<file path="config.mk">
export PLATFORM = sky130hd
export DESIGN_NAME = mvm_cell
export DESIGN_NICKNAME = d
export VERILOG_FILES = /design/src/rtl/core/mvm_pkg.sv /design/src/rtl/core/mvm_cell.sv
export VERILOG_INCLUDE_DIRS = /design/src /design/src/rtl/core
export SDC_FILE = /design/constraint.sdc
export NUM_CORES = 1
export LEC_CHECK = 0
export ABC_AREA = 1
export BUFFER_PORTS_ARGS = -buffer_cell sky130_fd_sc_hd__buf_2
export CAP_MARGIN = 20
export CORE_AREA = 2 2 231 233
export CTS_CLUSTER_DIAMETER = 80
export CTS_CLUSTER_SIZE = 16
export DETAILED_ROUTE_END_ITERATION = 12
export DIE_AREA = 0 0 233 235
export PLACE_DENSITY = 0.69
export SETUP_SLACK_MARGIN = 0.15
export SLEW_MARGIN = 25
export SYNTH_ARGS = -nofsm -noshare
export SYNTH_HDL_FRONTEND = slang
export SYNTH_SLANG_ARGS = --single-unit
</file>
<file path="constraint.sdc">
create_clock -name clk -period 5.8 [get_ports clk]
set_input_delay 0.87 -clock clk [delete_from_list [all_inputs] [get_ports clk]]
set_output_delay 0.87 -clock clk [all_outputs]
set_load 0.01 [all_outputs]
</file>
<file path="src/rtl/core/assert_macros.svh">
// Assertion macros shared by the matrix-vector multiply RTL.
`ifndef ASSERT_MACROS_SVH
`define ASSERT_MACROS_SVH

// Same-cycle implication, checked on every rising edge outside reset.
`define CHK_IMPLY(lbl, ante, cons, msg) \
    lbl: assert property (@(posedge clk) disable iff (!rst_n) (ante) |-> (cons)) \
        else $error(msg);

// Next-cycle implication, checked on every rising edge outside reset.
`define CHK_NEXT(lbl, ante, cons, msg) \
    lbl: assert property (@(posedge clk) disable iff (!rst_n) (ante) |=> (cons)) \
        else $error(msg);

`endif

</file>
<file path="src/rtl/core/mvm_pkg.sv">
// Types, sizes and codes shared by the matrix-vector multiply modules.
`default_nettype none

package mvm_pkg;

    // Array dimensions.
    localparam int ROWS = 16;
    localparam int COLS = 16;

    // Index and count widths derived from the dimensions.
    localparam int ROW_IDX_W = (ROWS > 1) ? $clog2(ROWS) : 1;
    localparam int COL_IDX_W = (COLS > 1) ? $clog2(COLS) : 1;
    localparam int ROW_CNT_W = $clog2(ROWS + 1);
    localparam int COL_CNT_W = $clog2(COLS + 1);

    // Fixed field widths.
    localparam int KIND_W      = 2;
    localparam int ROW_FIELD_W = 4;
    localparam int COL_FIELD_W = 4;
    localparam int VAL_W       = 16;
    localparam int PROD_W      = 2 * VAL_W;
    localparam int SUM_W       = 36;
    localparam int DIM_W       = 5;

    // Command kinds.
    localparam logic [KIND_W-1:0] KIND_VEC = 2'd0;
    localparam logic [KIND_W-1:0] KIND_MAT = 2'd1;
    localparam logic [KIND_W-1:0] KIND_CMP = 2'd2;

    // Register select (address bit 2).
    localparam logic REG_ROWS = 1'b0;
    localparam logic REG_COLS = 1'b1;

    // One command beat.
    typedef struct packed {
        logic [KIND_W-1:0]       kind;
        logic [ROW_FIELD_W-1:0]  row;
        logic [COL_FIELD_W-1:0]  col;
        logic signed [VAL_W-1:0] value;
    } cmd_t;

    // One result beat.
    typedef struct packed {
        logic [ROW_FIELD_W-1:0]  out_row;
        logic signed [SUM_W-1:0] sum;
        logic                    last;
    } result_t;

    // Vector element travelling along the cell chain.
    typedef struct packed {
        logic                    valid;
        logic                    first;
        logic                    last;
        logic                    kill;
        logic [COL_IDX_W-1:0]    col;
        logic signed [VAL_W-1:0] val;
    } link_t;

    // Status of the cell selected for output.
    typedef struct packed {
        logic                    done;
        logic signed [SUM_W-1:0] sum;
    } chain_stat_t;

endpackage

`default_nettype wire

</file>
<file path="src/rtl/core/mvm_cell.sv">
// One chain cell: holds a matrix row and accumulates its dot product.
`default_nettype none
`include "assert_macros.svh"

module mvm_cell
    import mvm_pkg::*;
(
    input  wire logic                    clk,
    input  wire logic                    rst_n,
    input  wire link_t                   link_in,
    input  wire logic                    wr_en,
    input  wire logic [COL_IDX_W-1:0]    wr_col,
    input  wire logic signed [VAL_W-1:0] wr_val,
    output link_t                        link_out,
    output logic signed [SUM_W-1:0]      acc,
    output logic                         done
);

    logic signed [VAL_W-1:0]  row_mem [COLS];
    link_t                    link_reg;
    logic signed [PROD_W-1:0] prod_reg;
    logic                     prod_valid_reg;
    logic                     prod_first_reg;
    logic                     prod_last_reg;
    logic signed [SUM_W-1:0]  acc_reg;
    logic signed [SUM_W-1:0]  acc_next;
    logic                     done_reg;

    // Row storage, written by matrix load beats addressed to this row.
    always_ff @(posedge clk)
    begin
        if (wr_en)
        begin
            row_mem[wr_col] <= wr_val;
        end
    end

    // Stage register that hands the vector element on to the next cell.
    always_ff @(posedge clk or negedge rst_n)
    begin
        if (!rst_n)
        begin
            link_reg <= '0;
        end
        else
        begin
            link_reg <= link_in;
        end
    end

    assign link_out = link_reg;

    // Product of the passing vector element and this row's entry.
    always_ff @(posedge clk)
    begin
        if (link_reg.kill)
        begin
            prod_reg <= '0;
        end
        else
        begin
            prod_reg <= link_reg.val * row_mem[link_reg.col];
        end
        prod_first_reg <= link_reg.first;
        prod_last_reg  <= link_reg.last;
    end

    // Accumulation restarts on the first column of each compute.
    always_comb
    begin
        if (prod_first_reg)
        begin
            acc_next = SUM_W'(prod_reg);
        end
        else
        begin
            acc_next = acc_reg + SUM_W'(prod_reg);
        end
    end

    always_ff @(posedge clk)
    begin
        if (prod_valid_reg)
        begin
            acc_reg <= acc_next;
        end
    end

    // Valid and done flags.
    always_ff @(posedge clk or negedge rst_n)
    begin
        if (!rst_n)
        begin
            prod_valid_reg <= 1'b0;
            done_reg       <= 1'b0;
        end
        else
        begin
            prod_valid_reg <= link_reg.valid;
            done_reg       <= link_reg.valid ? 1'b0 : (prod_valid_reg && prod_last_reg);
        end
    end

    assign acc  = acc_reg;
    assign done = done_reg;

    // A compute finishes a row once, so done is a single-cycle pulse.
    `CHK_NEXT(a_done_pulse, done_reg, !done_reg, "cell done held for two cycles")

endmodule

`default_nettype wire

</file>
==> impl_metrics.xml <==
<?xml version="1.0" encoding="UTF-8"?>
<metrics>
  <group name="run_status">
    <metric name="status" unit="">complete, but fails checks</metric>
    <metric name="failed_checks" unit="">negative setup slack</metric>
  </group>
  <group name="drt">
    <metric name="detailedRoute.firstPassIterationCount" unit="">5</metric>
    <metric name="drt.antenna.violating_nets" unit="">0</metric>
    <metric name="post-route-drc-count" unit="">0</metric>
    <metric name="drt-vias-per-instance" unit="">5.473</metric>
    <metric name="detail_route.iter0.violations" unit="">1961</metric>
    <metric name="drt-total-wl" unit="µm">74510</metric>
    <metric name="detail_route.wl_per_cell" unit="µm">19.69</metric>
    <metric name="via_count" unit="">20710</metric>
  </group>
  <group name="final_layout">
    <metric name="fraction_of_final_layout_cells_with_drive_strength_greater_than_1" unit="%">25.94</metric>
    <metric name="n_antenna_cell" unit="">0</metric>
    <metric name="area_growth" unit="%">24.02</metric>
    <metric name="layout.cells.non_filler" unit="">3784</metric>
    <metric name="largest_register_ff_count" unit="">256</metric>
    <metric name="layout.nets" unit="">3500</metric>
  </group>
  <group name="yosys">
    <metric name="synth.top_cell.area_share" unit="%">33.84</metric>
    <metric name="yosys-top-cells-area" unit="">sky130_fd_sc_hd__edfxtp_1 (34%), sky130_fd_sc_hd__fa_1 (20%), sky130_fd_sc_hd__nand2_1 (7.1%)</metric>
    <metric name="synthAdderAreaFrac" unit="%">25.97</metric>
    <metric name="synth_compound_gate_area_share" unit="%">7.504</metric>
    <metric name="ys_dominant_reg_cell" unit="">sky130_fd_sc_hd__edfxtp_1</metric>
    <metric name="synth_edf_count" unit="">292</metric>
    <metric name="synth_warnings" unit="">0</metric>
    <metric name="synth_xor_area_share" unit="%">0.5746</metric>
    <metric name="postSynthRegisterBits" unit="">352</metric>
    <metric name="yosys.area_share.simple" unit="%">16.68</metric>
    <metric name="syn_inst" unit="">2727</metric>
    <metric name="mappedNetlistArea" unit="µm²">25910</metric>
    <metric name="mappedNetlistNets" unit="">3154</metric>
    <metric name="ys_seq_area_share" unit="%">38.98</metric>
    <metric name="yosys_cell_types" unit="">42</metric>
    <metric name="synth-async-reset-ratio" unit="%">7.386</metric>
    <metric name="fraction_of_synthesized_area_in_multiplexers" unit="%">1.468</metric>
    <metric name="synth_top_area_cell" unit="">sky130_fd_sc_hd__edfxtp_1</metric>
    <metric name="mean_post_synth_cell_area" unit="µm²">9.502</metric>
    <metric name="largest_family_of_logic_cells_by_synthesized_area" unit="">adder cells</metric>
  </group>
  <group name="min_path">
    <metric name="hp-class" unit="">in2async</metric>
  </group>
  <group name="critical_path">
    <metric name="path_class" unit="">reg2reg</metric>
    <metric name="timing.critical_path.from_type" unit="">flip-flop</metric>
    <metric name="crit_path_top_delay_cell" unit="">sky130_fd_sc_hd__fa_1</metric>
    <metric name="required" unit="ns">6.29</metric>
    <metric name="worst_ep_arrival_time" unit="ns">7.00</metric>
    <metric name="critPathMostFrequentCell" unit="">sky130_fd_sc_hd__nand2_1</metric>
    <metric name="worst-path-max-fanout" unit="">19</metric>
    <metric name="critPathCaptureType" unit="">flip-flop</metric>
    <metric name="max_stage_delay" unit="ns">0.61</metric>
  </group>
  <group name="clock_tree">
    <metric name="clk_root_buffer_cell" unit="">sky130_fd_sc_hd__clkbuf_16</metric>
    <metric name="tritoncts.num_buffers" unit="">29</metric>
    <metric name="worst_setup_hold_path_clk_slew" unit="ns">0.07</metric>
    <metric name="cts.htree.levels" unit="">1</metric>
    <metric name="clock_latency" unit="ns">0.60</metric>
    <metric name="numClockSinks" unit="">352</metric>
    <metric name="cts_max_path_buffers" unit="">3</metric>
    <metric name="cts.hold.buffers_added" unit="">0</metric>
    <metric name="cts_tree" unit="">built</metric>
  </group>
  <group name="timing">
    <metric name="min_period" unit="ns">6.508</metric>
    <metric name="fin_ws" unit="ns">-0.7077</metric>
    <metric name="rsz_0062_raised_after_global_routing" unit="">true</metric>
    <metric name="clock.fmax" unit="GHz">0.1537</metric>
    <metric name="slew-limit-headroom" unit="%">29.68</metric>
    <metric name="finalHoldViolCount" unit="">0</metric>
    <metric name="timing_worst_slew_pin_value" unit="ns">1.048</metric>
    <metric name="final-setup-viol-count" unit="">23</metric>
    <metric name="post-route-period-util" unit="%">112.2</metric>
    <metric name="finClkSkew" unit="ns">0.01255</metric>
    <metric name="slew_violations" unit="">0</metric>
  </group>
  <group name="die">
    <metric name="floorplan.core_area" unit="µm²">52240</metric>
    <metric name="die_area" unit="µm²">54760</metric>
    <metric name="std_cell_rows" unit="">84</metric>
    <metric name="die_w" unit="µm">233</metric>
    <metric name="design.portCount" unit="">108</metric>
    <metric name="fp.dieH" unit="µm">235</metric>
    <metric name="floorplan.initialDensity" unit="%">49.61</metric>
  </group>
  <group name="place">
    <metric name="numPortBuffers" unit="">107</metric>
    <metric name="dp.final_hpwl" unit="µm">55250</metric>
    <metric name="globalplace.congestion" unit="">1.007</metric>
    <metric name="dp_cells" unit="">3669</metric>
  </group>
  <group name="flow_run">
    <metric name="max_cap_viol_count" unit="">0</metric>
  </group>
  <group name="grt">
    <metric name="grt_max_degree" unit="">44</metric>
    <metric name="grt_pass1_wl" unit="µm">116000</metric>
    <metric name="overflow" unit="">0</metric>
    <metric name="grt_antenna_before_repair" unit="">0</metric>
    <metric name="first_global_vias" unit="">20950</metric>
    <metric name="global_route.usage.total" unit="%">27.67</metric>
  </group>
</metrics>
[repair_timing]
action	4_1_cts	5_1_grt
pin swaps	79	135
endpoints found under the hold margin	0	0
setup buffers	36	21
gates cloned	4	0
setup endpoints to repair	24	25
resized for setup	211	173
[layout by cell type, fill, tap and decap left out, types with 22 or more instances in the layout]
cell,n
sky130_fd_sc_hd__a21oi_1,53
sky130_fd_sc_hd__buf_12,30
sky130_fd_sc_hd__buf_2,106
sky130_fd_sc_hd__buf_4,215
sky130_fd_sc_hd__buf_6,36
sky130_fd_sc_hd__clkbuf_16,29
sky130_fd_sc_hd__dfrtp_1,24
sky130_fd_sc_hd__dfxtp_1,34
sky130_fd_sc_hd__edfxtp_1,292
sky130_fd_sc_hd__fa_1,241
sky130_fd_sc_hd__fa_2,22
sky130_fd_sc_hd__ha_1,89
sky130_fd_sc_hd__ha_4,25
sky130_fd_sc_hd__inv_1,398
sky130_fd_sc_hd__inv_2,45
sky130_fd_sc_hd__mux2i_1,35
sky130_fd_sc_hd__nand2_1,433
sky130_fd_sc_hd__nand2_2,43
sky130_fd_sc_hd__nand3_1,77
sky130_fd_sc_hd__nor2_1,318
sky130_fd_sc_hd__nor2_2,67
sky130_fd_sc_hd__nor2_4,28
sky130_fd_sc_hd__o211ai_1,33
sky130_fd_sc_hd__o21ai_0,102
sky130_fd_sc_hd__o21ai_1,32
sky130_fd_sc_hd__o221ai_1,23
[kinds of logic after synthesis]
kind of cell / after synthesis
flip-flops: 352
adder cells (fa/ha/maj): 380
XOR/XNOR: 17
buffers and inverters: 550
AND/OR/NAND/NOR: 1060
multiplexers: 38
AO/OA/AOI/OAI: 330
[synthesized netlist by cell type (all sizes together), types with 14 or more instances]
| library cell | count |
|---|---|
| a21oi | 81 |
| buf | 54 |
| clkbuf | 27 |
| dfrtp | 26 |
| dfxtp | 34 |
| edfxtp | 292 |
| fa | 263 |
| ha | 117 |
| inv | 458 |
| mux2i | 38 |
| nand2 | 501 |
| nand3 | 94 |
| nand4 | 16 |
| nor2 | 413 |
| nor3 | 15 |
| o211ai | 36 |
| o21ai | 146 |
| o21bai | 14 |
| o221ai | 28 |
[routing by layer]
metal  GRT usage, %  routed length [µm]  vias up
li1               -                   -     9468
met1          41.11               32840    10240
met2          40.60               32690      902
met3          7.573                7576      100
met4          5.945                1397        0
met5              0                   0        -
[critical path, delay by kind of cell, from the launching register on]
family	cells	cell delay, ns
fa+ha+maj	7	3.23
simple gates	12	1.18
buf+inv	9	1.06
flops	1	0.51
compound gates	2	0.37
[through the flow]
step	setup WS (ns)	utilization [%]	setup TNS, ns	hold WS (ns)	instance area, µm²
6_report	-0.7077	61.52	-12.46	0.2657	32140
3_5_place_dp	-0.8814	55.97	-13.34	0.3549	29240
4_1_cts	-0.5967	60.02	-9.774	0.3520	31350
3_3_place_gp	-0.8181	55.97	-12.17	0.3493	29240
2_1_floorplan	-0.1006	-	-0.4313	0.3892	26340
5_1_grt	-0.9544	61.52	-17.76	0.2855	32140
[final cells by class]
class                   count  area, µm²
clock buffers              45      795.8
clock inverters             9      93.84
fillers                  4216      20100
inverters                 469       1839
multi-input cells        1825      15080
flip-flops and latches    352      10110
well taps                 688      860.8
repair buffers            395       3338
repair inverters            1      16.27
[worst paths after layout]
| check | end | depth (start not counted) | slack (ns) | start |
|---|---|---|---|---|
| max | prod_reg[28] | 30 | -0.71 | link_out[16] |
| min | link_out[19] | 1 | 0.27 | rst_n |
| max reg2reg | prod_reg[28] | 30 | -0.71 | link_out[16] |
| min reg2reg | prod_last_reg | 0 | 0.37 | link_out[21] |
| max in group asynchronous | link_out[17] | 1 | 5.09 | rst_n |
| min in group clk | link_out[18] | 1 | 0.37 | link_in[18] |
Power is left out: the tool's default activity adds up to more than one toggle a clock period on the data nets, which glitch-free logic cannot reach.
