[src/rtl/core/assert_macros.svh]
// Assertion macros shared by the matrix-vector multiply RTL.
`ifndef ASSERT_MACROS_SVH
`define ASSERT_MACROS_SVH

// Same-cycle implication, checked on every rising edge outside reset.
`define CHK_IMPLY(lbl, ante, cons, msg) \
    lbl: assert property (@(posedge clk) disable iff (!rst_n) (ante) |-> (cons)) \
        else $error(msg);

// Next-cycle implication, checked on every rising edge outside reset.
`define CHK_NEXT(lbl, ante, cons, msg) \
    lbl: assert property (@(posedge clk) disable iff (!rst_n) (ante) |=> (cons)) \
        else $error(msg);

`endif

[src/rtl/core/mvm_pkg.sv]
// Types, sizes and codes shared by the matrix-vector multiply modules.
`default_nettype none

package mvm_pkg;

    // Array dimensions.
    localparam int ROWS = 16;
    localparam int COLS = 16;

    // Index and count widths derived from the dimensions.
    localparam int ROW_IDX_W = (ROWS > 1) ? $clog2(ROWS) : 1;
    localparam int COL_IDX_W = (COLS > 1) ? $clog2(COLS) : 1;
    localparam int ROW_CNT_W = $clog2(ROWS + 1);
    localparam int COL_CNT_W = $clog2(COLS + 1);

    // Fixed field widths.
    localparam int KIND_W      = 2;
    localparam int ROW_FIELD_W = 4;
    localparam int COL_FIELD_W = 4;
    localparam int VAL_W       = 16;
    localparam int PROD_W      = 2 * VAL_W;
    localparam int SUM_W       = 36;
    localparam int DIM_W       = 5;

    // Command kinds.
    localparam logic [KIND_W-1:0] KIND_VEC = 2'd0;
    localparam logic [KIND_W-1:0] KIND_MAT = 2'd1;
    localparam logic [KIND_W-1:0] KIND_CMP = 2'd2;

    // Register select (address bit 2).
    localparam logic REG_ROWS = 1'b0;
    localparam logic REG_COLS = 1'b1;

    // One command beat.
    typedef struct packed {
        logic [KIND_W-1:0]       kind;
        logic [ROW_FIELD_W-1:0]  row;
        logic [COL_FIELD_W-1:0]  col;
        logic signed [VAL_W-1:0] value;
    } cmd_t;

    // One result beat.
    typedef struct packed {
        logic [ROW_FIELD_W-1:0]  out_row;
        logic signed [SUM_W-1:0] sum;
        logic                    last;
    } result_t;

    // Vector element travelling along the cell chain.
    typedef struct packed {
        logic                    valid;
        logic                    first;
        logic                    last;
        logic                    kill;
        logic [COL_IDX_W-1:0]    col;
        logic signed [VAL_W-1:0] val;
    } link_t;

    // Status of the cell selected for output.
    typedef struct packed {
        logic                    done;
        logic signed [SUM_W-1:0] sum;
    } chain_stat_t;

endpackage

`default_nettype wire

[src/rtl/core/mvm_ctrl.sv]
// Sequencer: vector store, feed into the cell chain and result output.
`default_nettype none
`include "assert_macros.svh"

module mvm_ctrl
    import mvm_pkg::*;
(
    input  wire logic                 clk,
    input  wire logic                 rst_n,
    input  wire logic                 start,
    input  wire cmd_t                 cmd,
    input  wire logic [DIM_W-1:0]     rows_used,
    input  wire logic [DIM_W-1:0]     cols_used,
    input  wire chain_stat_t          stat,
    output logic                      busy,
    output link_t                     feed,
    output logic [ROW_IDX_W-1:0]      emit_idx,
    output logic                      result_valid,
    output result_t                   result
);

    localparam logic [1:0] S_IDLE = 2'd0;
    localparam logic [1:0] S_FEED = 2'd1;
    localparam logic [1:0] S_WAIT = 2'd2;
    localparam logic [1:0] S_EMIT = 2'd3;

    logic signed [VAL_W-1:0] vec_mem [COLS];

    logic [1:0]            state_reg, state_next;
    logic                  busy_reg, busy_next;
    logic [COL_CNT_W-1:0]  col_cnt_reg, col_cnt_next;
    logic [ROW_IDX_W-1:0]  emit_cnt_reg, emit_cnt_next;
    logic                  feed_valid_reg, feed_valid_next;
    logic                  feed_first_reg, feed_last_reg, feed_kill_reg;
    logic [COL_IDX_W-1:0]  feed_col_reg;
    logic signed [VAL_W-1:0] feed_val_reg;
    logic                  result_valid_reg, result_valid_next;
    result_t               result_reg;

    logic                  accept;
    logic                  vec_we;
    logic [ROW_CNT_W-1:0]  nr;
    logic [COL_CNT_W-1:0]  nc;
    logic                  nc_zero;
    logic                  feed_last;
    logic                  emit;
    logic                  emit_last;
    logic [COL_IDX_W-1:0]  col_idx;

    assign accept = start && !busy_reg;
    assign vec_we = accept && (cmd.kind == KIND_VEC) && (32'(cmd.col) < COLS);

    // Dimensions in use, saturated to the array size.
    assign nr = (32'(rows_used) > ROWS) ? ROW_CNT_W'(ROWS) : ROW_CNT_W'(rows_used);
    assign nc = (32'(cols_used) > COLS) ? COL_CNT_W'(COLS) : COL_CNT_W'(cols_used);
    assign nc_zero   = (nc == '0);
    assign feed_last = nc_zero || ((col_cnt_reg + COL_CNT_W'(1)) == nc);
    assign emit_last = ((ROW_CNT_W'(emit_cnt_reg) + ROW_CNT_W'(1)) == nr);
    assign col_idx   = COL_IDX_W'(col_cnt_reg);

    // Next-state logic.
    always_comb
    begin
        state_next        = state_reg;
        busy_next         = busy_reg;
        col_cnt_next      = col_cnt_reg;
        emit_cnt_next     = emit_cnt_reg;
        feed_valid_next   = 1'b0;
        emit              = 1'b0;
        unique case (state_reg)
            S_IDLE:
            begin
                if (accept && (cmd.kind == KIND_CMP) && (nr != '0))
                begin
                    state_next   = S_FEED;
                    busy_next    = 1'b1;
                    col_cnt_next = '0;
                end
            end
            S_FEED:
            begin
                feed_valid_next = 1'b1;
                if (feed_last)
                begin
                    state_next    = S_WAIT;
                    emit_cnt_next = '0;
                end
                else
                begin
                    col_cnt_next = col_cnt_reg + COL_CNT_W'(1);
                end
            end
            S_WAIT, S_EMIT:
            begin
                if (stat.done)
                begin
                    emit = 1'b1;
                    if (emit_last)
                    begin
                        state_next = S_IDLE;
                        busy_next  = 1'b0;
                    end
                    else
                    begin
                        state_next    = S_EMIT;
                        emit_cnt_next = emit_cnt_reg + ROW_IDX_W'(1);
                    end
                end
            end
        endcase
        result_valid_next = emit;
    end

    // Control registers.
    always_ff @(posedge clk or negedge rst_n)
    begin
        if (!rst_n)
        begin
            state_reg        <= S_IDLE;
            busy_reg         <= 1'b0;
            col_cnt_reg      <= '0;
            emit_cnt_reg     <= '0;
            feed_valid_reg   <= 1'b0;
            feed_first_reg   <= 1'b0;
            feed_last_reg    <= 1'b0;
            feed_kill_reg    <= 1'b0;
            result_valid_reg <= 1'b0;
        end
        else
        begin
            state_reg        <= state_next;
            busy_reg         <= busy_next;
            col_cnt_reg      <= col_cnt_next;
            emit_cnt_reg     <= emit_cnt_next;
            feed_valid_reg   <= feed_valid_next;
            feed_first_reg   <= feed_valid_next && (col_cnt_reg == '0);
            feed_last_reg    <= feed_valid_next && feed_last;
            feed_kill_reg    <= feed_valid_next && nc_zero;
            result_valid_reg <= result_valid_next;
        end
    end

    // Vector store write and registered read for the feed beat.
    always_ff @(posedge clk)
    begin
        if (vec_we)
        begin
            vec_mem[COL_IDX_W'(cmd.col)] <= cmd.value;
        end
        feed_col_reg <= col_idx;
        feed_val_reg <= vec_mem[col_idx];
    end

    // Result register, loaded as each row's sum is taken from the chain.
    always_ff @(posedge clk)
    begin
        if (emit)
        begin
            result_reg.out_row <= ROW_FIELD_W'(emit_cnt_reg);
            result_reg.sum     <= stat.sum;
            result_reg.last    <= emit_last;
        end
    end

    always_comb
    begin
        feed.valid = feed_valid_reg;
        feed.first = feed_first_reg;
        feed.last  = feed_last_reg;
        feed.kill  = feed_kill_reg;
        feed.col   = feed_col_reg;
        feed.val   = feed_val_reg;
    end

    assign busy         = busy_reg;
    assign emit_idx     = emit_cnt_reg;
    assign result_valid = result_valid_reg;
    assign result       = result_reg;

    // Each row finishes in the cycle after the row before it, so every emitting cycle finds its row done.
    `CHK_IMPLY(a_emit_done, state_reg == S_EMIT, stat.done, "row not ready during output")
    // A row only reports done while results are awaited.
    `CHK_IMPLY(a_done_when_waiting, stat.done, (state_reg == S_WAIT) || (state_reg == S_EMIT), "row done outside a compute")
    // The final result beat leaves the block idle.
    `CHK_IMPLY(a_last_idle, result_valid_reg && result_reg.last, (state_reg == S_IDLE) && !busy_reg, "busy after final result")

endmodule

`default_nettype wire

[config.mk]
export PLATFORM = sky130hd
export DESIGN_NAME = mvm_ctrl
export DESIGN_NICKNAME = d
export VERILOG_FILES = /design/src/rtl/core/mvm_pkg.sv /design/src/rtl/core/mvm_ctrl.sv
export VERILOG_INCLUDE_DIRS = /design/src /design/src/rtl/core
export SDC_FILE = /design/constraint.sdc
export NUM_CORES = 1
export LEC_CHECK = 0
export BUFFER_PORTS_ARGS = -buffer_cell sky130_fd_sc_hd__clkbuf_2
export CORE_ASPECT_RATIO = 0.9
export CORE_UTILIZATION = 41
export DETAILED_ROUTE_END_ITERATION = 10
export GPL_TIMING_DRIVEN = 0
export SYNTH_ARGS = -nofsm -noshare
export SYNTH_HDL_FRONTEND = slang
export SYNTH_SLANG_ARGS = --single-unit
[constraint.sdc]
create_clock -name clk -period 2.81 [get_ports clk]
set_input_delay 0.843 -clock clk [delete_from_list [all_inputs] [get_ports clk]]
set_output_delay 0.843 -clock clk [all_outputs]
set_load 0.005 [all_outputs]
==> flow_metrics.py, run 1 <==
metrics = {
    "pwr": {
        "clockPowerShare_pct": 31.0,
        "p_int_mw": 9.98,
        "switching_power_mw": 3.66,
        "swShare_pct": 26.8,
        "leakagePower_nw": 5.24,
        "ir_drop_uv": 451,
        "seqPwrFrac_pct": 43.6,
        "comb_power_share_pct": 25.3,
        "power.density_mw_per_mm2": 894,
        "fin_total_pwr_mw": 13.6,
    },
    "synth": {
        "synth-edff-count": 297,
        "yosys.area_share.simple_pct": 3.10,
        "ys_seq_elements": 334,
        "avgSynthCellArea_um2": 21.9,
        "synth_compound_area_share_pct": 1.90,
        "synthTopCellsByArea": "edfxtp_1 (71%), mux4_2 (14%), dfrtp_1 (3.4%)",
        "synth_cell_types": 50,
        "yosys.area.top_type": "edfxtp_1",
        "synth_top_family_by_area": "multiplexers",
        "synthXorXnorAreaFrac_pct": 0.669,
        "ys_warn_count": 0,
        "async_reset_ff_share_pct": 5.09,
        "synthAdderAreaFrac_pct": 0.300,
        "synth_top_area_share_pct": 71.2,
        "synthFlopType": "edfxtp_1",
        "syn-num-nets": 652,
        "syn_area_mm2": 0.0125,
        "yosysSeqAreaShare_pct": 77.8,
        "syn_inst": 573,
        "synthMuxAreaShare_pct": 14.6,
    },
    "cts": {
        "cts_sinks": 334,
        "clockBufferDepth": 3,
        "cts_tree": "yes",
        "htree_levels": 2,
        "cts_buffers": 34,
        "clkTransAtPathRegs_ps": 60,
        "hold_buffers": 0,
        "root_buffer": "clkbuf_16",
        "clk_latency_ps": 500,
    },
    "finish": {
        "fin_cells": 1195,
        "final_nets": 846,
        "area_growth_syn_to_layout_pct": 21.8,
        "final_cell_area_mm2": 0.0153,
        "drive_gt1_share_pct": 41.7,
        "largest_reg_flops": 256,
        "final_util_pct": 50.9,
        "fill_cells": 2343,
    },
    "sta": {
        "slew_violations": 0,
        "hold_viol_final": 0,
        "max_slew_margin_pct": 23.0,
        "worst_pin_slew_ps": 1160,
        "final.period_utilization_pct": 95.6,
        "max_freq_ghz": 0.372,
        "rsz0062_at_grt": "false",
        "min_period_ps": 2690,
        "setup_viol": 0,
        "hold_ws_ps": 281,
        "finalClockSkew_ps": 9.02,
    },
    "placement": {
        "place_congestion": 0.833,
        "port_buffers": 141,
        "dp_cells": 1133,
        "dpl-instance-area_mm2": 0.0142,
        "hpwl_um": 17700,
    },
    "setup_path": {
        "reg2reg_depth": 4,
        "crit_required_ps": 3170,
        "crit_path_end_kind": "flip-flop",
        "cp_max_fo": 19,
        "r2r_slack_ps": 120,
        "arrival_ps": 3050,
        "rr_startpoint": "col_cnt_reg[1]",
        "path_class": "reg2reg",
        "reg2reg_to": "feed_val_reg[0]",
        "startpoint": "col_cnt_reg[1]",
        "critPathLaunchType": "flip-flop",
        "cp-endpoint": "feed_val_reg[0]",
    },
    "routing": {
        "wl_per_cell_um": 22.9,
        "drc": 0,
        "drt-total-wl_um": 27400,
        "ant_nets": 0,
        "num_vias": 6367,
        "via_per_inst": 5.33,
        "drt_first_pass_iters": 5,
        "drt_iter0_drc": 450,
    },
    "global_route": {
        "track_usage_pct": 17.9,
        "grt_pass1_vias": 6645,
        "antenna_found_initial": 1,
        "grt_first_pass_wirelength_um": 40300,
        "grt_max_degree": 43,
        "gr-total-overflow": 0,
    },
    "run_status": {
        "status": "complete, no violations",
    },
    "worst_hold_path": {
        "min_path_type": "in2async",
    },
    "floorplanning": {
        "rows": 60,
        "start_util_pct": 41.8,
        "core_mm2": 0.0300,
        "die_y_um": 168,
        "dieWidth_um": 186,
        "dieArea_mm2": 0.0313,
        "io_pins": 147,
    },
    "job": {
        "drv_cap": 0,
    },
}
power groups by stage:
stage                     Sequential, mW  Combinational [mW]  Clock (mW)
final                               5.95                3.45        4.23
after global routing                5.99                3.73        4.48
after CTS                           5.96                3.51        4.31
after detailed placement            6.07                3.49           0
after global placement              6.05                3.41           0
after floorplan                     6.06                2.31           0
placed cells by master (no fill, tap or decap), drive strengths merged, types with 5 or more instances in the layout:
master	netlist	layout
mux4	80	80
o21ai	10	10
dfrtp	17	17
nand2b	5	5
inv	11	12
clkinv	0	8
nand3	5	5
dfxtp	20	20
clkbuf	8	199
edfxtp	297	297
nor2	25	25
xnor2	6	6
nor3	9	9
buf	20	37
nand2	15	15
final cells by class:
class,instances,area (µm²),share of cell area [%]
Timing Repair Buffer,159,1110,7.28
Clock buffer,50,962,6.31
Buffer,27,159,1.04
Antenna cell,1,2.50,0.0164
Sequential cell,334,9740,63.9
Multi-Input combinational cell,200,2660,17.4
Clock inverter,10,75.1,0.492
Tap cell,403,504,3.31
Inverter,11,41.3,0.271
synth_stat cells, drive strengths merged, types with 2 or more instances:
cell type and number:
mux4 80, nor4 2, inv 11, o22a 3
nor3 9, or3b 2, nand3 5, xnor2 6
edfxtp 297, o22ai 3, a32o 3, nand3b 2
nand2b 5, mux2i 2, or3 2, a21o 2
a21oi 3, dfxtp 20, nor2 25, o21ai 10
buf 20, ha 3, nand2 15, nor2b 3
clkbuf 8, dfrtp 17
stage by stage:
stage | TNS [ps] | setup slack (ps)
global route | 0 | 5.68
floorplan | 0 | 284
finish | 0 | 125
global placement | -172910 | -715
CTS | 0 | 73.4
detailed placement | -8470 | -765
worst max-delay path, stage by stage, from the launching register on:
cell and delay [ps]:
dfrtp_1 460, buf_4 370, clkbuf_1 790, mux4_2 420, mux4_2 490
logic make-up (layout without fill, tap and decap cells):
kind of cell,Yosys count,count (layout)
flip-flops,334,334
multiplexers,83,83
AND/OR/NAND/NOR,76,76
buffers and inverters,39,257
AO/OA/AOI/OAI,30,30
XOR/XNOR,8,8
adder cells (fa/ha/maj),3,3
other,0,1
layer usage:
layer / up-vias / GRT usage (%) / routed length, µm
li1: 2749 / - / -
met1: 3336 / 22.9 / 11100
met2: 235 / 30.5 / 13800
met3: 47 / 4.48 / 2000
met4: 0 / 4.85 / 521
met5: - / 0 / 0
worst min-delay path by stage:
| stage | end | slack [ps] | startpoint |
|---|---|---|---|
| floorplan | feed_col_reg[2] | 340 | col_cnt_reg[2] |
| CTS | result_valid | 280 | rst_n |
| global placement | feed_col_reg[2] | 360 | col_cnt_reg[2] |
| global route | result_valid | 300 | rst_n |
| detailed placement | feed_col_reg[2] | 370 | col_cnt_reg[2] |
| finish | result_valid | 280 | rst_n |
repair_timing:
action	CTS	global route
setup buffers	0	2
pin swaps	0	1
endpoints found under the setup margin	26	3
gates resized for setup	7	0
Power figures use the tool's default switching activity.
==> run 2: changes to the inputs <==
- ABC_AREA: unset -> 1
==> flow_metrics.py, run 2 <==
metrics = {
    "synth": {
        "syn_area_mm2": 0.0127,
        "yosysMostFrequentCell": "edfxtp_1",
        "synthAdderAreaFrac_pct": 0.296,
        "yosys.area.top_type": "edfxtp_1",
        "synthFlopType": "edfxtp_1",
        "yosysSeqAreaShare_pct": 76.8,
        "synthTopCellsByArea": "edfxtp_1 (70%), o21ai_0 (5.2%), nor2_1 (4.7%)",
        "synthXorXnorAreaFrac_pct": 0.138,
        "avgSynthCellArea_um2": 13.1,
        "yosys.area_share.simple_pct": 11.4,
        "synth-edff-count": 297,
        "ys_warn_count": 0,
        "syn-num-nets": 1051,
        "async_reset_ff_share_pct": 5.09,
        "yosys-top-cells-count": "edfxtp_1 (297), nor2_1 (158), o21ai_0 (131)",
        "synth_compound_area_share_pct": 8.52,
        "synth_top_area_share_pct": 70.3,
        "synth_cell_types": 30,
        "synth_top_family_by_area": "simple AND/OR/NAND/NOR gates",
        "syn_inst": 972,
        "synthMuxAreaShare_pct": 0,
        "ys_seq_elements": 334,
    },
    "setup_path": {
        "path_buf_inv": 0,
        "path_delay_family": "simple AND/OR/NAND/NOR gates",
        "critical-path-max-stage-delay_ps": 850,
        "critPathLaunchType": "flip-flop",
        "crit_path_end_kind": "flip-flop",
        "path_class": "reg2reg",
        "crit_required_ps": 2940,
        "cpMaxStageDelayCell": "nor2_2",
        "cp_max_fo": 16,
        "worstPathCellList": "nor4_4, nand3_1, nor2_2",
        "arrival_ps": 2720,
    },
    "cts": {
        "cts_buffers": 35,
        "hold_buffers": 0,
        "clk_latency_ps": 510,
        "cts_tree": "yes",
        "clockBufferDepth": 3,
        "cts_sinks": 334,
        "clkTransAtPathRegs_ps": 60,
        "htree_levels": 2,
        "root_buffer": "clkbuf_16",
        "post_cts_buffers": 0,
    },
    "placement": {
        "dpl-instance-area_mm2": 0.0141,
        "place_congestion": 0.832,
        "port_buffers": 142,
        "preCtsSetupSlack_ps": -633,
        "dp_cells": 1529,
        "hpwl_um": 23300,
    },
    "finish": {
        "area_growth_syn_to_layout_pct": 19.9,
        "diodes": 0,
        "layout_common_cells": "edfxtp_1 (297), clkbuf_2 (143), nor2_1 (142), o21ai_0 (131), nand2_1 (128)",
        "layout_commonest_cell": "edfxtp_1",
        "fin_cells": 1589,
        "final_nets": 1241,
        "largest_reg_flops": 256,
        "drive_gt1_share_pct": 20.3,
        "final_cell_area_mm2": 0.0152,
    },
    "global_route": {
        "grt_first_pass_wirelength_um": 50400,
        "gr-total-overflow": 0,
        "grt_max_degree": 43,
        "grt_pass1_vias": 8186,
        "track_usage_pct": 21.6,
        "antenna_found_initial": 0,
    },
    "run_status": {
        "status": "complete, no violations",
    },
    "sta": {
        "final.period_utilization_pct": 92.4,
        "max_freq_ghz": 0.385,
        "setup_viol": 0,
        "slew_violations": 0,
        "hold_viol_final": 0,
        "finalClockSkew_ps": 12.9,
        "max_slew_margin_pct": 32.9,
        "min_period_ps": 2600,
        "worst_slack_ps": 215,
        "hold_ws_ps": 262,
        "worst_pin_slew_ps": 1000,
        "rsz0062_at_grt": "false",
    },
    "pwr": {
        "fin_total_pwr_mw": 14.0,
        "ir_drop_uv": 517,
        "power.density_mw_per_mm2": 920,
        "leakagePower_nw": 5.52,
    },
    "routing": {
        "drc": 0,
        "num_vias": 8489,
        "drt-total-wl_um": 33800,
        "drt_first_pass_iters": 6,
        "via_per_inst": 5.34,
        "wl_per_cell_um": 21.3,
        "ant_nets": 0,
        "drt_iter0_drc": 807,
    },
    "floorplanning": {
        "core_mm2": 0.0302,
        "die_y_um": 169,
        "dieArea_mm2": 0.0316,
        "rows": 60,
        "dieWidth_um": 187,
        "io_pins": 147,
        "start_util_pct": 42.0,
    },
    "job": {
        "drv_cap": 0,
    },
    "worst_hold_path": {
        "min_path_type": "in2async",
    },
}
-- run 2: repair_timing --
| action | CTS | global route |
|---|---|---|
| endpoints found under the setup margin | 132 | 11 |
| gates resized for setup | 2 | 3 |
| cloned | 0 | 0 |
| endpoints found under the hold margin | 0 | 0 |
| pin swaps | 0 | 0 |
-- run 2: path summary, 6_finish.rpt --
| kind | start | end | slack [ps] | cells past startpoint |
|---|---|---|---|---|
| max in group asynchronous | rst_n | col_cnt_reg[0] | 2220 | 1 |
| min in group clk | col_cnt_reg[2] | feed_col_reg[2] | 370 | 0 |
| setup reg to reg | busy | vec_mem[6][4] | 210 | 3 |
| hold / removal | rst_n | emit_idx[3] | 260 | 1 |
| setup / recovery | busy | vec_mem[6][4] | 210 | 3 |
| hold reg to reg | col_cnt_reg[2] | feed_col_reg[2] | 370 | 0 |
-- run 2: final cells by class --
cell class                      count  area [µm²]
Clock buffer                       48         967
Tap cell                          403         504
Buffer                             52         228
Clock inverter                     13         114
Multi-Input combinational cell    552        2650
Timing Repair Buffer              154         880
Sequential cell                   334        9750
Fill cell                        2660       15000
Inverter                           33         124
-- run 2: logic make-up (layout without fill, tap and decap cells) --
kind of cell,count (synthesis),after routing
AOI/OAI and AO/OA,200,200
xor gates and xnor gates,2,2
and+or+nand+nor,347,347
buffers and inverters,86,300
DFF,334,334
adders and majority gates,3,3
-- run 2: metrics by stage --
step                TNS [ps]  util [%]
floorplan                  0         -
detailed placement   -113190      46.8
global route               0      50.4
CTS                        0      50.4
global placement     -394260      46.1
finish                     0      50.4
-- run 2: worst reg2reg max path, stage by stage (launching register included) --
cell and delay [ps]:
dfrtp_1 440, nor4_4 580, nand3_1 340, nor2_2 850
-- run 2: power breakdown --
part	switching [mW]	internal [mW]	total, mW
logic	2.53	1.08	3.61
clock network	1.83	2.59	4.42
registers	0.187	5.78	5.97
-- run 2: routing by layer --
metal	track usage, %	vias up	part of all wire (%)
li1	-	3915	-
met2	34.8	401	46
met5	0	-	0
met3	5.12	60	9.7
met1	29.2	4113	42
met4	6.40	0	2.5
==> run 3: changes to the inputs <==
- CORE_UTILIZATION: 41 -> 58
- PLACE_DENSITY: unset -> 0.79
==> flow_metrics.py, run 3 (same netlist as run 2, synthesis figures left out) <==
metrics = {
    "finish": {
        "final_util_pct": 71.0,
        "final_nets": 1237,
        "fin_cells": 1467,
        "drive_gt1_share_pct": 19.7,
        "final_cell_area_mm2": 0.0150,
        "diodes": 0,
        "largest_reg_flops": 256,
        "area_growth_syn_to_layout_pct": 18.4,
        "seq_area_mm2": 0.00974,
        "layout_common_cells": "edfxtp_1 (297), clkbuf_2 (143), nor2_1 (142), o21ai_0 (131), nand2_1 (128)",
        "multi_input_area_mm2": 0.00267,
        "fill_cells": 1423,
        "layout_commonest_cell": "edfxtp_1",
    },
    "placement": {
        "dp_cells": 1408,
        "hpwl_um": 21100,
        "port_buffers": 142,
        "dpl-instance-area_mm2": 0.0139,
        "place_congestion": 0.914,
    },
    "floorplanning": {
        "start_util_pct": 60.0,
        "die_y_um": 142,
        "core_mm2": 0.0211,
        "dieArea_mm2": 0.0225,
        "rows": 50,
        "io_pins": 147,
        "dieWidth_um": 158,
    },
    "routing": {
        "drt-total-wl_um": 32100,
        "drt_first_pass_iters": 6,
        "via_per_inst": 6.00,
        "drc": 0,
        "drt_iter0_drc": 1198,
        "ant_nets": 0,
        "wl_per_cell_um": 21.9,
        "num_vias": 8806,
    },
    "global_route": {
        "gr-total-overflow": 0,
        "grt_pass1_vias": 8234,
        "track_usage_pct": 29.1,
        "grt_first_pass_wirelength_um": 47000,
        "antenna_found_initial": 1,
        "grt_max_degree": 43,
    },
    "sta": {
        "hold_viol_final": 0,
        "setup_viol": 0,
        "final.period_utilization_pct": 96.3,
        "max_freq_ghz": 0.370,
        "min_period_ps": 2710,
        "rsz0062_at_grt": "false",
        "max_slew_margin_pct": 38.0,
        "slew_violations": 0,
        "finalClockSkew_ps": 16.4,
        "worst_pin_slew_ps": 929,
    },
    "setup_path": {
        "crit_required_ps": 2940,
        "arrival_ps": 2840,
        "crit_path_end_kind": "flip-flop",
        "cp_max_fo": 16,
        "path_class": "reg2reg",
        "critPathLaunchType": "flip-flop",
        "critical-path-max-stage-delay_ps": 820,
        "worstPathCellList": "nor4_4, nand3_1, nor2_2",
        "cpMaxStageDelayCell": "nor2_2",
    },
    "pwr": {
        "switching_power_mw": 4.55,
        "p_int_mw": 9.44,
        "swShare_pct": 32.5,
        "clockPowerShare_pct": 31.2,
        "seqPwrFrac_pct": 42.6,
        "power.density_mw_per_mm2": 931,
        "ir_drop_uv": 559,
        "comb_power_share_pct": 26.2,
        "leakagePower_nw": 5.49,
    },
    "cts": {
        "cts_buffers": 34,
        "root_buffer": "clkbuf_16",
        "clk_latency_ps": 520,
        "clockBufferDepth": 3,
        "clkTransAtPathRegs_ps": 60,
        "htree_levels": 2,
        "cts_sinks": 334,
        "cts_tree": "yes",
        "post_cts_buffers": 0,
    },
    "worst_hold_path": {
        "min_path_type": "in2async",
    },
    "run_status": {
        "status": "complete, no violations",
    },
    "job": {
        "drv_cap": 0,
    },
}
-- run 3: cell count changes in the layout (fill, tap and decap cells not counted) --
cell      change
clkinv_1      +1
dfrtp_1       +1
buf_8         -5
clkbuf_1      +1
nor2_2        -5
clkinv_2      -3
buf_6         +1
nor2_4        +5
dfrtp_2       -1
-- run 3: per-stage QoR --
step	hold slack (ps)	worst slack, ps	power [mW]	TNS, ps
floorplan	342	195	8.03	0
global placement	349	-1590	9.45	-357610
detailed placement	359	-1570	9.55	-274870
CTS	259	143	13.9	0
global route	281	13.5	14.5	0
finish	251	104	14.0	0
-- run 3: worst paths after layout --
kind	depth (start not counted)	end	start	slack, ps
max	3	vec_mem[2][4]	busy	100
min	1	col_cnt_reg[0]	rst_n	250
max reg2reg	3	vec_mem[2][4]	busy	100
min reg2reg	0	feed_col_reg[3]	col_cnt_reg[3]	380
max in group asynchronous	1	result_valid	rst_n	2260
min in group clk	0	feed_col_reg[3]	col_cnt_reg[3]	380
-- run 3: worst max-delay path, delay by kind of cell, from the launching register on --
family | cells | cell delay [ps]
DFF | 1 | 430
and+or+nand+nor | 3 | 1870
-- run 3: area by class of cell --
type	instances	area share, %
buffer	53	1.54
clock buffer	48	6.44
clock inverter	11	0.683
inverter	33	0.825
multi-input combinational	552	17.8
sequential	334	64.9
tap	286	2.38
timing repair buffer	150	5.43
-- run 3: power groups by stage --
stage | combinational, mW | sequential, mW | clock, mW
after detailed placement | 3.50 | 6.05 | 0
final | 3.67 | 5.95 | 4.36
after global routing | 3.94 | 6.00 | 4.57
after global placement | 3.41 | 6.04 | 0
after CTS | 3.56 | 5.95 | 4.38
after floorplan | 1.98 | 6.06 | 0
-- run 3: repair_timing --
item	CTS	global route
pin swaps	0	0
hold buffers	0	0
endpoints found under the setup margin	256	11
resized for setup	10	2
-- run 3: per-layer routing --
metal	wire, µm	GRT usage (%)	up-vias
met5	13	0	-
met3	4260	6.64	96
met2	14800	44.5	668
met4	1050	12.9	2
met1	12000	40.2	4146
li1	-	-	3894
